===== config.mk =====
export PLATFORM = sky130hd
export DESIGN_NAME = resp_command_parser
export DESIGN_NICKNAME = d
export VERILOG_FILES = /design/src/resp_pkg.sv /design/src/resp_command_parser.sv
export SDC_FILE = /design/constraint.sdc
export NUM_CORES = 1
export LEC_CHECK = 0
export BUFFER_PORTS_ARGS = -buffer_cell sky130_fd_sc_hd__buf_2
export CAP_MARGIN = 15
export CORE_ASPECT_RATIO = 1.75
export CORE_UTILIZATION = 50
export DETAILED_ROUTE_END_ITERATION = 16
export GPL_TIMING_DRIVEN = 0
export PLACE_DENSITY = 0.79
export SYNTH_ARGS = -nofsm -noshare
export SYNTH_HDL_FRONTEND = slang
export SYNTH_SLANG_ARGS = --single-unit

===== constraint.sdc =====
create_clock -name clk_i -period 3.6 [get_ports clk_i]
set_input_delay 0.18 -clock clk_i [delete_from_list [all_inputs] [get_ports clk_i]]
set_output_delay 0.18 -clock clk_i [all_outputs]
set_load 0.01 [all_outputs]

===== src/resp_pkg.sv =====
`timescale 1ns / 1ps
`default_nettype none
// ----------------------------------------------------------------------------
// resp_pkg: shared types and constants of the RESP command parser
// Result kinds, error codes, parser phases, register indexes and the byte
// codes of the framing characters.
// ----------------------------------------------------------------------------
package resp_pkg;

  // Largest argument count the parser will ever accept.
  localparam logic [6:0] MAX_ARGS = 7'd64;

  // Length lines are limited to one less than this many characters, the CR not counted.
  localparam int LEN_LINE_LIMIT = 32;
  localparam int LCNT_W = $clog2(LEN_LINE_LIMIT);

  // Length accumulator saturates at its all-ones value.
  localparam int ACC_W = 25;
  localparam logic [ACC_W-1:0] ACC_CAP = {ACC_W{1'b1}};
  localparam logic [ACC_W-1:0] ACC_CAP_DIV10 = ACC_W'(ACC_CAP / 10);

  // Configuration port.
  localparam int CFG_DATA_W = 24;
  localparam logic CFG_MAX_BULK_LEN = 1'b0;
  localparam logic CFG_MAX_ARGS = 1'b1;
  localparam logic [23:0] MAX_BULK_LEN_RST = 24'hFFFFFF;

  // Framing characters.
  localparam logic [7:0] CH_STAR  = 8'h2A;
  localparam logic [7:0] CH_DOLLAR = 8'h24;
  localparam logic [7:0] CH_CR    = 8'h0D;
  localparam logic [7:0] CH_LF    = 8'h0A;
  localparam logic [7:0] CH_PLUS  = 8'h2B;
  localparam logic [7:0] CH_MINUS = 8'h2D;
  localparam logic [7:0] CH_ZERO  = 8'h30;
  localparam logic [7:0] CH_NINE  = 8'h39;

  typedef enum logic [2:0] {
    KIND_NONE    = 3'd0,
    KIND_PAYLOAD = 3'd1,
    KIND_ARG_END = 3'd2,
    KIND_CMD_END = 3'd3,
    KIND_ERROR   = 3'd4
  } kind_e;

  typedef enum logic [2:0] {
    ERR_NONE        = 3'd0,
    ERR_BAD_TYPE    = 3'd1,
    ERR_LINE_LONG   = 3'd2,
    ERR_BAD_TERM    = 3'd3,
    ERR_RANGE       = 3'd4,
    ERR_OUTSIDE_ARR = 3'd5
  } err_e;

  typedef enum logic [5:0] {
    PH_TYPE    = 6'b000001,
    PH_LEN     = 6'b000010,
    PH_LEN_LF  = 6'b000100,
    PH_PAYLOAD = 6'b001000,
    PH_PAY_CR  = 6'b010000,
    PH_PAY_LF  = 6'b100000
  } phase_e;

  // One result beat.
  typedef struct packed {
    kind_e       kind;
    logic [7:0]  data;
    logic [5:0]  idx;
    logic [23:0] len;
    logic        is_null;
    logic [6:0]  total;
    err_e        err;
  } res_t;

endpackage
`default_nettype wire


===== src/resp_command_parser.sv =====
`timescale 1ns / 1ps
`default_nettype none
// ----------------------------------------------------------------------------
// resp_command_parser: byte-serial parser for RESP arrays of bulk strings
// Usage: the request stream enters one byte per beat on the input channel
// (in_valid_i / in_stall_o / byte_in_i). Every accepted byte produces exactly
// one result beat on the output channel (out_valid_o / out_stall_i): a payload
// byte, an argument end, a command end, an error, or nothing. error_code_o
// carries the sticky error state on every beat; after an error all further
// beats are of kind nothing until reset.
// A result beat is computed from the input register and offered from the result
// register, so each accepted byte passes through both in that order.
// Throughput is one byte per cycle while the receiver does not stall.
// When the receiver stalls, the result register holds its beat, the input
// register keeps one more byte, and only then is in_stall_o raised.
// Reset clears the parser state, drops any buffered beats and loads the
// limits with their defaults (largest bulk length 16777215, 64 arguments).
// Limit writes via cfg_we_i / cfg_index_i / cfg_wdata_i take effect at once;
// the user writes them only while the channels are idle; it is not checked.
// ----------------------------------------------------------------------------
module resp_command_parser (
  input  wire logic                          clk_i,
  input  wire logic                          rst_ni,
  // Request byte channel
  input  wire logic                          in_valid_i,
  output logic                               in_stall_o,
  input  wire logic [7:0]                    byte_in_i,
  // Result channel
  output logic                               out_valid_o,
  input  wire logic                          out_stall_i,
  output logic [2:0]                         kind_o,
  output logic [7:0]                         data_byte_o,
  output logic [5:0]                         arg_index_o,
  output logic [23:0]                        arg_length_o,
  output logic                               arg_is_null_o,
  output logic [6:0]                         arg_total_o,
  output logic [2:0]                         error_code_o,
  // Configuration write port
  input  wire logic                          cfg_we_i,
  input  wire logic                          cfg_index_i,
  input  wire logic [resp_pkg::CFG_DATA_W-1:0] cfg_wdata_i
);
  import resp_pkg::*;

  // Handshake and pipeline registers.
  logic             in_valid_q;
  logic [7:0]       byte_q;
  logic             out_valid_q;
  res_t             res_q, res_d;
  logic             out_ready;
  logic             advance;

  // Limit registers.
  logic [23:0]      max_bulk_q;
  logic [6:0]       max_args_q;

  // Parser state.
  phase_e           phase_q, phase_d;
  logic             hdr_array_q, hdr_array_d;
  logic             array_open_q, array_open_d;
  logic [6:0]       arg_count_q, arg_count_d;
  logic [6:0]       arg_pos_q, arg_pos_d;
  logic [ACC_W-1:0] acc_q, acc_d;
  logic             neg_q, neg_d;
  logic [LCNT_W-1:0] lcnt_q, lcnt_d;
  logic [23:0]      remain_q, remain_d;
  logic [23:0]      cur_len_q, cur_len_d;
  err_e             err_q, err_d;

  // Helper values for the state update.
  logic [3:0]       digit;
  logic [ACC_W+3:0] acc_times10;
  logic [ACC_W+3:0] acc_sum;
  logic [ACC_W-1:0] acc_next;
  logic             is_digit;
  logic [LCNT_W:0]  lcnt_inc;
  logic             line_full;
  logic [6:0]       arg_limit;
  logic [6:0]       pos_inc;
  logic             last_arg;
  logic [23:0]      remain_dec;

  // A byte moves from the input register to the result register when the
  // result register is empty or being emptied.
  assign out_ready  = !out_valid_q || !out_stall_i;
  assign advance    = in_valid_q && out_ready;
  assign in_stall_o = in_valid_q && !out_ready;

  // Input register.
  always_ff @(posedge clk_i or negedge rst_ni) begin
    if (!rst_ni) begin
      in_valid_q <= 1'b0;
    end else if (!in_stall_o) begin
      in_valid_q <= in_valid_i;
    end
  end

  always_ff @(posedge clk_i) begin
    if (in_valid_i && !in_stall_o) begin
      byte_q <= byte_in_i;
    end
  end

  // Limit registers; the user writes them only while the parser is idle, which the block does not enforce.
  always_ff @(posedge clk_i or negedge rst_ni) begin
    if (!rst_ni) begin
      max_bulk_q <= MAX_BULK_LEN_RST;
      max_args_q <= MAX_ARGS;
    end else if (cfg_we_i) begin
      unique case (cfg_index_i)
        CFG_MAX_BULK_LEN: max_bulk_q <= cfg_wdata_i;
        CFG_MAX_ARGS:     max_args_q <= cfg_wdata_i[6:0];
        default:          max_bulk_q <= max_bulk_q;
      endcase
    end
  end

  // Decimal accumulation with saturation, and the line length check.
  assign digit       = 4'(byte_q - CH_ZERO);
  assign is_digit    = (byte_q >= CH_ZERO) && (byte_q <= CH_NINE);
  assign acc_times10 = {1'b0, acc_q, 3'b000} + {3'b000, acc_q, 1'b0};
  assign acc_sum     = acc_times10 + {{(ACC_W){1'b0}}, digit};
  assign acc_next    = ((acc_q > ACC_CAP_DIV10) || (acc_sum > {4'b0000, ACC_CAP}))
                       ? ACC_CAP : acc_sum[ACC_W-1:0];
  assign lcnt_inc    = {1'b0, lcnt_q} + 1'b1;
  assign line_full   = lcnt_inc >= (LCNT_W+1)'(LEN_LINE_LIMIT);
  assign arg_limit   = (max_args_q < MAX_ARGS) ? max_args_q : MAX_ARGS;
  assign pos_inc     = arg_pos_q + 7'd1;
  assign last_arg    = pos_inc >= arg_count_q;
  assign remain_dec  = remain_q - 24'd1;

  // Next state and result for the byte in the input register.
  always_comb begin
    phase_d      = phase_q;
    hdr_array_d  = hdr_array_q;
    array_open_d = array_open_q;
    arg_count_d  = arg_count_q;
    arg_pos_d    = arg_pos_q;
    acc_d        = acc_q;
    neg_d        = neg_q;
    lcnt_d       = lcnt_q;
    remain_d     = remain_q;
    cur_len_d    = cur_len_q;
    err_d        = err_q;
    res_d        = '0;
    res_d.kind   = KIND_NONE;

    if (err_q == ERR_NONE) begin
      unique case (phase_q)
        PH_TYPE: begin
          if (byte_q == CH_STAR && !array_open_q) begin
            hdr_array_d = 1'b1;
            phase_d     = PH_LEN;
          end else if (byte_q == CH_DOLLAR && array_open_q) begin
            hdr_array_d = 1'b0;
            phase_d     = PH_LEN;
          end else if (byte_q == CH_DOLLAR) begin
            err_d = ERR_OUTSIDE_ARR;
          end else begin
            err_d = ERR_BAD_TYPE;
          end
          acc_d  = '0;
          neg_d  = 1'b0;
          lcnt_d = '0;
        end

        PH_LEN: begin
          if (byte_q == CH_CR) begin
            // End of the length line: range checks.
            if (hdr_array_q) begin
              if ((neg_q && acc_q != '0) || acc_q > {{(ACC_W-7){1'b0}}, arg_limit}) begin
                err_d = ERR_RANGE;
              end else begin
                neg_d   = 1'b0;
                phase_d = PH_LEN_LF;
              end
            end else if (neg_q && acc_q != '0) begin
              // Only minus one is allowed: a null argument ends here.
              if (acc_q != ACC_W'(1)) begin
                err_d = ERR_RANGE;
              end else begin
                cur_len_d     = '0;
                res_d.kind    = KIND_ARG_END;
                res_d.idx     = arg_pos_q[5:0];
                res_d.is_null = 1'b1;
                phase_d       = PH_LEN_LF;
              end
            end else begin
              if (acc_q > {1'b0, max_bulk_q}) begin
                err_d = ERR_RANGE;
              end else begin
                neg_d     = 1'b0;
                cur_len_d = acc_q[23:0];
                phase_d   = PH_LEN_LF;
              end
            end
          end else if (line_full) begin
            err_d = ERR_LINE_LONG;
          end else if (is_digit) begin
            acc_d  = acc_next;
            lcnt_d = lcnt_inc[LCNT_W-1:0];
          end else if ((byte_q == CH_MINUS || byte_q == CH_PLUS) && lcnt_q == '0) begin
            neg_d  = (byte_q == CH_MINUS);
            lcnt_d = lcnt_inc[LCNT_W-1:0];
          end else begin
            err_d = ERR_RANGE;
          end
        end

        PH_LEN_LF: begin
          if (byte_q != CH_LF) begin
            err_d = ERR_BAD_TERM;
          end else if (hdr_array_q) begin
            arg_count_d = acc_q[6:0];
            arg_pos_d   = '0;
            phase_d     = PH_TYPE;
            if (acc_q[6:0] == '0) begin
              res_d.kind = KIND_CMD_END;
            end else begin
              array_open_d = 1'b1;
            end
          end else if (neg_q) begin
            // Null argument: close it without a payload.
            neg_d   = 1'b0;
            phase_d = PH_TYPE;
            if (last_arg) begin
              array_open_d = 1'b0;
              arg_pos_d    = '0;
              res_d.kind   = KIND_CMD_END;
              res_d.total  = arg_count_q;
            end else begin
              arg_pos_d = pos_inc;
            end
          end else begin
            remain_d = cur_len_q;
            phase_d  = (cur_len_q == '0) ? PH_PAY_CR : PH_PAYLOAD;
          end
        end

        PH_PAYLOAD: begin
          res_d.kind = KIND_PAYLOAD;
          res_d.data = byte_q;
          res_d.idx  = arg_pos_q[5:0];
          res_d.len  = cur_len_q;
          remain_d   = remain_dec;
          if (remain_dec == '0) begin
            phase_d = PH_PAY_CR;
          end
        end

        PH_PAY_CR: begin
          if (byte_q != CH_CR) begin
            err_d = ERR_BAD_TERM;
          end else begin
            res_d.kind = KIND_ARG_END;
            res_d.idx  = arg_pos_q[5:0];
            res_d.len  = cur_len_q;
            phase_d    = PH_PAY_LF;
          end
        end

        PH_PAY_LF: begin
          if (byte_q != CH_LF) begin
            err_d = ERR_BAD_TERM;
          end else begin
            phase_d = PH_TYPE;
            if (last_arg) begin
              array_open_d = 1'b0;
              arg_pos_d    = '0;
              res_d.kind   = KIND_CMD_END;
              res_d.total  = arg_count_q;
            end else begin
              arg_pos_d = pos_inc;
            end
          end
        end

        default: begin
          phase_d = PH_TYPE;
        end
      endcase

      // A newly raised error replaces whatever result was prepared.
      if (err_d != ERR_NONE) begin
        res_d      = '0;
        res_d.kind = KIND_ERROR;
      end
    end

    res_d.err = err_d;
  end

  // Parser state, updated once per byte that moves on.
  always_ff @(posedge clk_i or negedge rst_ni) begin
    if (!rst_ni) begin
      phase_q      <= PH_TYPE;
      hdr_array_q  <= 1'b0;
      array_open_q <= 1'b0;
      arg_count_q  <= '0;
      arg_pos_q    <= '0;
      acc_q        <= '0;
      neg_q        <= 1'b0;
      lcnt_q       <= '0;
      remain_q     <= '0;
      cur_len_q    <= '0;
      err_q        <= ERR_NONE;
    end else if (advance) begin
      phase_q      <= phase_d;
      hdr_array_q  <= hdr_array_d;
      array_open_q <= array_open_d;
      arg_count_q  <= arg_count_d;
      arg_pos_q    <= arg_pos_d;
      acc_q        <= acc_d;
      neg_q        <= neg_d;
      lcnt_q       <= lcnt_d;
      remain_q     <= remain_d;
      cur_len_q    <= cur_len_d;
      err_q        <= err_d;
    end
  end

  // Result register.
  always_ff @(posedge clk_i or negedge rst_ni) begin
    if (!rst_ni) begin
      out_valid_q <= 1'b0;
    end else if (out_ready) begin
      out_valid_q <= in_valid_q;
    end
  end

  always_ff @(posedge clk_i) begin
    if (advance) begin
      res_q <= res_d;
    end
  end

  assign out_valid_o   = out_valid_q;
  assign kind_o        = res_q.kind;
  assign data_byte_o   = res_q.data;
  assign arg_index_o   = res_q.idx;
  assign arg_length_o  = res_q.len;
  assign arg_is_null_o = res_q.is_null;
  assign arg_total_o   = res_q.total;
  assign error_code_o  = res_q.err;

  // Once latched, an error code never changes until reset.
  assert property (@(posedge clk_i) disable iff (!rst_ni)
    (err_q != ERR_NONE) |=> (err_q == $past(err_q)))
    else $error("latched error code changed");

  // After an error, every further byte yields a result of kind nothing.
  assert property (@(posedge clk_i) disable iff (!rst_ni)
    (advance && err_q != ERR_NONE) |=> (res_q.kind == KIND_NONE))
    else $error("result other than nothing after an error");

  // An error beat always carries a nonzero error code.
  assert property (@(posedge clk_i) disable iff (!rst_ni)
    (out_valid_q && res_q.kind == KIND_ERROR) |-> (res_q.err != ERR_NONE))
    else $error("error beat without an error code");

  // Inside an open array the argument position stays below the count.
  assert property (@(posedge clk_i) disable iff (!rst_ni)
    array_open_q |-> (arg_pos_q < arg_count_q && arg_count_q != '0))
    else $error("argument position beyond array count");

  // Input is only stalled while a result is held by the receiver.
  assert property (@(posedge clk_i) disable iff (!rst_ni)
    in_stall_o |-> (out_valid_q && out_stall_i && in_valid_q))
    else $error("input stalled without a held result");

endmodule
`default_nettype wire

# Yosys cells after proc, flatten, opt, wreduce, memory -nomap -nowiden
# Index checks and enable logic that the tools add are counted.
dict set report totals {
  elab_cells 240
  register_bits 197
  out_inout_bits 54
  input_bits 38
}
dict set report classes {
  eq_ne 39
  add_sub_neg 6
  bitwise 8
  order_cmp 9
  muxes 109
  n_reduce_logical 45
}
# cell count
set ops {}
lappend ops {{$mux W24} 6}
lappend ops {{$mux W25} 4}
lappend ops {{$mux W6} 16}
lappend ops {{$pmux W24 S2} 2}
lappend ops {{$mux W7} 11}
lappend ops {{$mux W3} 19}
lappend ops {{$mux W52} 1}
lappend ops {{$pmux W25 S2} 1}
lappend ops {{$logic_not A24 Y1} 2}
lappend ops {{$pmux W6 S6} 1}
lappend ops {{$mux W5} 7}
lappend ops {{$eq A8 B6 Y1 const B} 4}
lappend ops {{$mux W30} 1}
lappend ops {{$add A28 B26 Y29} 1}
lappend ops {{$add A29 B4 Y29} 1}
lappend ops {{$gt A29 B25 Y1 const B} 1}
lappend ops {{$pmux W7 S2} 2}
lappend ops {{$gt A25 B22 Y1 const B} 1}
lappend ops {{$gt A25 B24 Y1} 1}
lappend ops {{$gt A25 B7 Y1} 1}
lappend ops {{$ne A25 B1 Y1 const B} 1}
lappend ops {{$reduce_bool A25 Y1} 1}
lappend ops {{$ne A2 B2 Y1 const B} 12}
lappend ops {{$ne A3 B3 Y1 const B} 8}
lappend ops {{other kinds (45)} 111}

# Logic depth before layout (Yosys ltp)
dict set report logic_depth {
  depth_word 11
  ltp_mapped 15
  ltp_nobuf 14
}

# Least setup slack after synthesis
# Ideal clock, no wire load.
dict set report synth_path {
  path_kind {register -> register}
  start {register acc_q[0]}
  end {register acc_q[10]}
  arrival_ns 3.803
  setup_ns 0.083
  path_stages_with_launch 16
  synth_period_minus_slack_ns 3.885
  slack_ns -0.285
  t_required_ns 3.517
  path_buffers 1
  path_cell_list {dfrtp_1 > inv_1 > fa_1 > inv_1 > fa_1 > a211oi_1 > o211ai_1 > a41oi_1 > o21ai_0 > a221oi_1 > xor2_1 > and3_1 > o221ai_1 > clkbuf_1 > nor2_1 > o21ai_0}
}
dict set report synth_between {
  elab_chain_cells 9
  elab_cells_between_ends 10
  cone_classes {2 x add/sub; 2 x order compare; 5 x mux; 1 x reduce/logical}
}
# item line_no
set synth_rtl {}
lappend synth_rtl {{start, declared} resp_command_parser.sv:63} ;# logic [ACC_W-1:0] acc_q, acc_d;
lappend synth_rtl {{start signal, assigned} resp_command_parser.sv:301} ;# acc_q <= '0;
lappend synth_rtl {{start signal, assigned} resp_command_parser.sv:313} ;# acc_q <= acc_d;
lappend synth_rtl {{$add A28 B26 Y29} resp_command_parser.sv:121} ;# assign acc_times10 = {1'b0, acc_q, 3'b000} + {3'b000, acc_q, 1'b0};
lappend synth_rtl {{$add A29 B4 Y29} resp_command_parser.sv:122} ;# assign acc_sum = acc_times10 + {{(ACC_W){1'b0}}, digit};
lappend synth_rtl {{$gt A29 B25 Y1} resp_command_parser.sv:123} ;# assign acc_next = ((acc_q > ACC_CAP_DIV10) || (acc_sum > {4'b0000, ACC_CAP}))
lappend synth_rtl {{$logic_or A1 B1 Y1} resp_command_parser.sv:123}
lappend synth_rtl {{$mux W25 *} resp_command_parser.sv:124} ;# ? ACC_CAP : acc_sum[ACC_W-1:0];
lappend synth_rtl {{$mux W25 *} resp_command_parser.sv:199} ;# end else if (is_digit) begin
lappend synth_rtl {{$mux W25 *} resp_command_parser.sv:197} ;# end else if (line_full) begin
lappend synth_rtl {{$mux W25 *} resp_command_parser.sv:168} ;# if (byte_q == CH_CR) begin
lappend synth_rtl {{$pmux W25 S2 *} resp_command_parser.sv:149} ;# unique case (phase_q)
# Every way passes the cells marked *; elsewhere a longest branch is shown, timed or not. The select of a mux whose other input is x is not followed.
# A chain may end at the register's enable or synchronous reset.

# Worst setup path after layout
dict set report layout_path {
  start {register acc_q[24]}
  end {register res_q, in the netlist data_byte_o[5] (data pin)}
}
dict set report layout_between {
  elab_chain_cells 10
  elab_cells_between_ends 16
  cone_classes {2 x order compare; 1 x eq/ne; 8 x mux; 5 x reduce/logical}
}
# item line_no
set layout_rtl {}
lappend layout_rtl {{parallel branches: the longest is 4 deep, another holds $gt A25 B24 Y1} -}
lappend layout_rtl {{$mux W3 *} resp_command_parser.sv:170} ;# if (hdr_array_q) begin
lappend layout_rtl {{$mux W3 *} resp_command_parser.sv:168}
lappend layout_rtl {{$pmux W3 S4 *} resp_command_parser.sv:149}
lappend layout_rtl {{$mux W3 *} resp_command_parser.sv:148} ;# if (err_q == ERR_NONE) begin
lappend layout_rtl {{$reduce_bool A3 Y1 *} resp_command_parser.sv:284} ;# if (err_d != ERR_NONE) begin
lappend layout_rtl {{$reduce_or A3 Y1 (no source line) *} -}
lappend layout_rtl {{end signal, assigned} resp_command_parser.sv:333} ;# res_q <= res_d;
lappend layout_rtl {{end, declared} resp_command_parser.sv:49} ;# res_t res_q, res_d;
# Every way passes the cells marked *. The select of a mux whose other input is x is not followed.

==> impl_metrics.py <==
metrics = {
    "run_status": {
        "outcome": "complete, but fails checks",
        "failed_checks": "setup timing",
    },
    "drt": {
        "wl_per_cell_um": 19.6,
        "firstDrtPassIters": 5,
        "vias_per_cell": 6.08,
        "dr.first_iter.drc_count": 770,
        "num_vias": 10600,
        "wl_met2_um": 18200,
        "wl_met3_um": 1460,
        "top_layer": "met4",
        "routed_wl_um": 34200,
        "detail-route-antenna-nets": 0,
        "drc": 0,
        "met1_length_um": 12000,
    },
    "floorplanning": {
        "initial_utilization_pct": 51.2,
        "io_pins": 92,
        "die_area_um2": 24100,
        "die_h_um": 205,
        "die_width_um": 118,
        "row_count": 73,
        "core_um2": 22900,
    },
    "power": {
        "switching_share_pct": 32.0,
        "switching_power_mw": 2.11,
        "power.total_mw": 6.58,
        "combPwrFrac_pct": 30.8,
        "ir_drop_v": 0.000383,
        "p_seq_share_pct": 38.9,
        "power_density_nw_per_um2": 450,
        "leakagePower_nw": 6.68,
        "p_int_mw": 4.47,
        "clkPwrFrac_pct": 30.3,
    },
    "timing": {
        "finalMaxSlewViolations": 0,
        "max_clock_freq_ghz": 0.277,
        "slew_headroom_pct": 41.2,
        "finalCriticalPeriod_ps": 3610,
        "hold_violations": 0,
        "hold_ws_ps": 219,
        "rsz0062_at_grt": "true",
        "finalClockSkew_ps": 10.9,
        "setup_viol": 2,
        "tns_ps": -8.47,
        "worst_slew_pin_slew_ps": 875,
        "period_share_pct": 100,
        "final.setup.worst_slack_ps": -6.15,
    },
    "clock_network": {
        "cts_buffer_depth": 2,
        "cts_tree": "done",
        "cts.clk_slew.worst_paths_ps": 80,
        "cts_buffers": 17,
        "clock-sinks": 197,
        "root_buffer": "clkbuf_16",
        "clk_latency_ps": 470,
        "ctsHtreeMaxLevel": 4,
    },
    "global_routing": {
        "grt_pass1_vias": 10400,
        "grt_first_pass_wirelength_um": 51600,
        "antenna_found_initial": 0,
        "grt_use_total_pct": 27.5,
        "grt_start_max_net_pins": 89,
        "overflow": 0,
    },
    "synthesis": {
        "synth.area.top_cells": "dfrtp_1, edfxtp_1, ha_1, dfstp_2, o21ai_0",
        "seq_area_frac_synth_pct": 44.8,
        "yosys.area.top_type": "dfrtp_1",
        "yosys_register_bits": 197,
        "async_flop_share_pct": 69.5,
        "syn_nets": 1380,
        "syn_avg_cell_area_um2": 9.41,
        "synth.top_cell.area_share_pct": 23.7,
        "synth_ff_type": "dfrtp_1",
        "synth-edff-count": 60,
        "netlist_instances": 1248,
        "syn_area_um2": 11700,
        "yosys_warnings": 0,
        "synth_cell_types": 66,
    },
    "min_path": {
        "min_path_type": "in -> async",
    },
    "worst_setup_path": {
        "critPathArrivalTime_ps": 3830,
        "ff2ff_path_depth": 12,
        "start_kind": "register",
        "critPathKind": "reg -> reg",
        "end_kind": "register",
        "crit_buf_inv": 2,
        "slowest_stage": "or4b_1",
        "timing.rr.end": "data_byte_o[5]$_SDFFCE_PP0P_",
        "r2r_start": "acc_q[24]$_DFFE_PN0P_",
        "crit_family": "simple AND/OR/NAND/NOR gates",
        "crit_required_ps": 3830,
        "cp_common_cell": "or3_4",
        "cp_slowest_stage_delay_ps": 530,
        "cp_cell_sequence": "or3_4 -> or4_4 -> or3_4 -> a21oi_4 -> a21oi_2 -> or4b_1 -> a311o_1 -> nand2_2 -> nor4b_4 -> buf_6 -> clkbuf_16 -> and3_4",
        "r2r_setup_slack_ps": -6,
        "crit_fanout": 5,
    },
    "cells_and_area": {
        "antennaDiodeCount": 0,
        "layout_common_cells": "nand2_1, dfrtp_1, o21ai_0, buf_2, ha_1",
        "final_common_cell": "nand2_1",
        "drive_above_1_share_pct": 23.9,
        "final_nets": 1568,
        "syn_to_final_growth_pct": 24.5,
        "fin_cells": 1749,
    },
    "place": {
        "io_buffer_count": 91,
        "pre_cts_ws_ps": -586,
        "dp.cells": 1642,
        "post-dp-hpwl_um": 23500,
        "routabilityCongestion": 0.987,
    },
    "job": {
        "drv_cap": 0,
    },
}
-- metrics by stage --
stage / cell area (µm²) / utilization, %
finish: 14600 / 63.8
global route: 14600 / 63.8
CTS: 13900 / 60.8
detailed placement: 12700 / 55.3
global placement: 12600 / 55.1
floorplan: 11800 / -
-- Yosys cell counts (9+ instances only) --
library cell / number
nand2_1: 137
dfrtp_1: 111
a21o_1: 33
nand4_1: 23
and3_1: 51
nand3_1: 32
xnor2_1: 22
edfxtp_1: 60
nor2_1: 100
and2_1: 9
mux2_2: 18
o21ai_0: 118
clkbuf_1: 52
nand2b_1: 15
nor4_1: 21
inv_1: 50
nor3_1: 36
a22o_1: 25
a21oi_1: 78
a31oi_1: 10
ha_1: 92
dfstp_2: 26
xor2_1: 12
nor2b_1: 9
-- flip-flops by register name, indices dropped and copies added (netlist names), 6 cells and up --
register,flops
arg_count_q,7
arg_total_o,7
remain_q,24
phase_q,6
byte_q,8
data_byte_o,8
arg_pos_q,7
arg_index_o,6
cur_len_q,24
acc_q,25
arg_length_o,24
max_bulk_q,24
max_args_q,7
-- worst max path at each step --
stage,from,endpoint,slack [ps],cells after the start
2_1_floorplan,acc_q[0]$_DFFE_PN0P_,acc_q[18]$_DFFE_PN0P_,20,15
6_report,acc_q[24]$_DFFE_PN0P_,data_byte_o[5]$_SDFFCE_PP0P_,-6,12
3_5_place_dp,acc_q[0]$_DFFE_PN0P_,acc_q[19]$_DFFE_PN0P_,-590,15
3_3_place_gp,out_valid_o$_DFFE_PN0N_,remain_q[20]$_DFFE_PN0P_,-750,8
5_1_grt,byte_q[1]$_DFFE_PP_,acc_q[0]$_DFFE_PN0P_,-120,14
4_1_cts,byte_q[7]$_DFFE_PP_,arg_length_o[14]$_SDFFCE_PP0P_,2,12
-- power groups by stage --
stage	logic [mW]	registers [mW]	clock network (mW)
6_report	2.03	2.56	1.99
5_1_grt	2.12	2.57	2.09
4_1_cts	1.29	2.55	2.00
3_5_place_dp	1.13	2.60	0
3_3_place_gp	1.09	2.60	0
2_1_floorplan	0.740	2.60	0
-- layer usage --
layer | vias to the layer above | GRT usage, %
li1 | 4948 | -
met1 | 5155 | 27.5
met2 | 377 | 52.0
met3 | 162 | 4.98
met4 | 0 | 17.0
met5 | - | 0
-- cell families (layout without fill, tap and decap cells) --
group                    after synthesis  after routing  synth area share (%)
buffers and inverters                105            306                  3.48
adder cells (fa/ha/maj)               94             94                  10.1
multiplexers                          21             21                  1.98
AO/OA/AOI/OAI                        331            331                  17.5
XOR/XNOR                              34             34                  2.54
flip-flops                           197            197                  44.8
AND/OR/NAND/NOR                      466            466                  19.6
-- layout make-up --
class	count	area, µm²
clock inverter	15	184
clock buffer	17	425
fill	1774	8310
multi-input combinational	946	6620
tap	300	375
timing repair buffer	170	1280
inverter	50	190
sequential	197	5280
buffer	54	274
-- timing repair --
item                       in CTS  in global routing
hold buffers                   35                  0
pin swaps                      16                 44
cloned                          2                  6
setup buffers                  22                 12
gates resized for setup        46                142
setup endpoints to repair      98                122
hold endpoints to repair       79                  0
(Power assumes the default switching activity.)
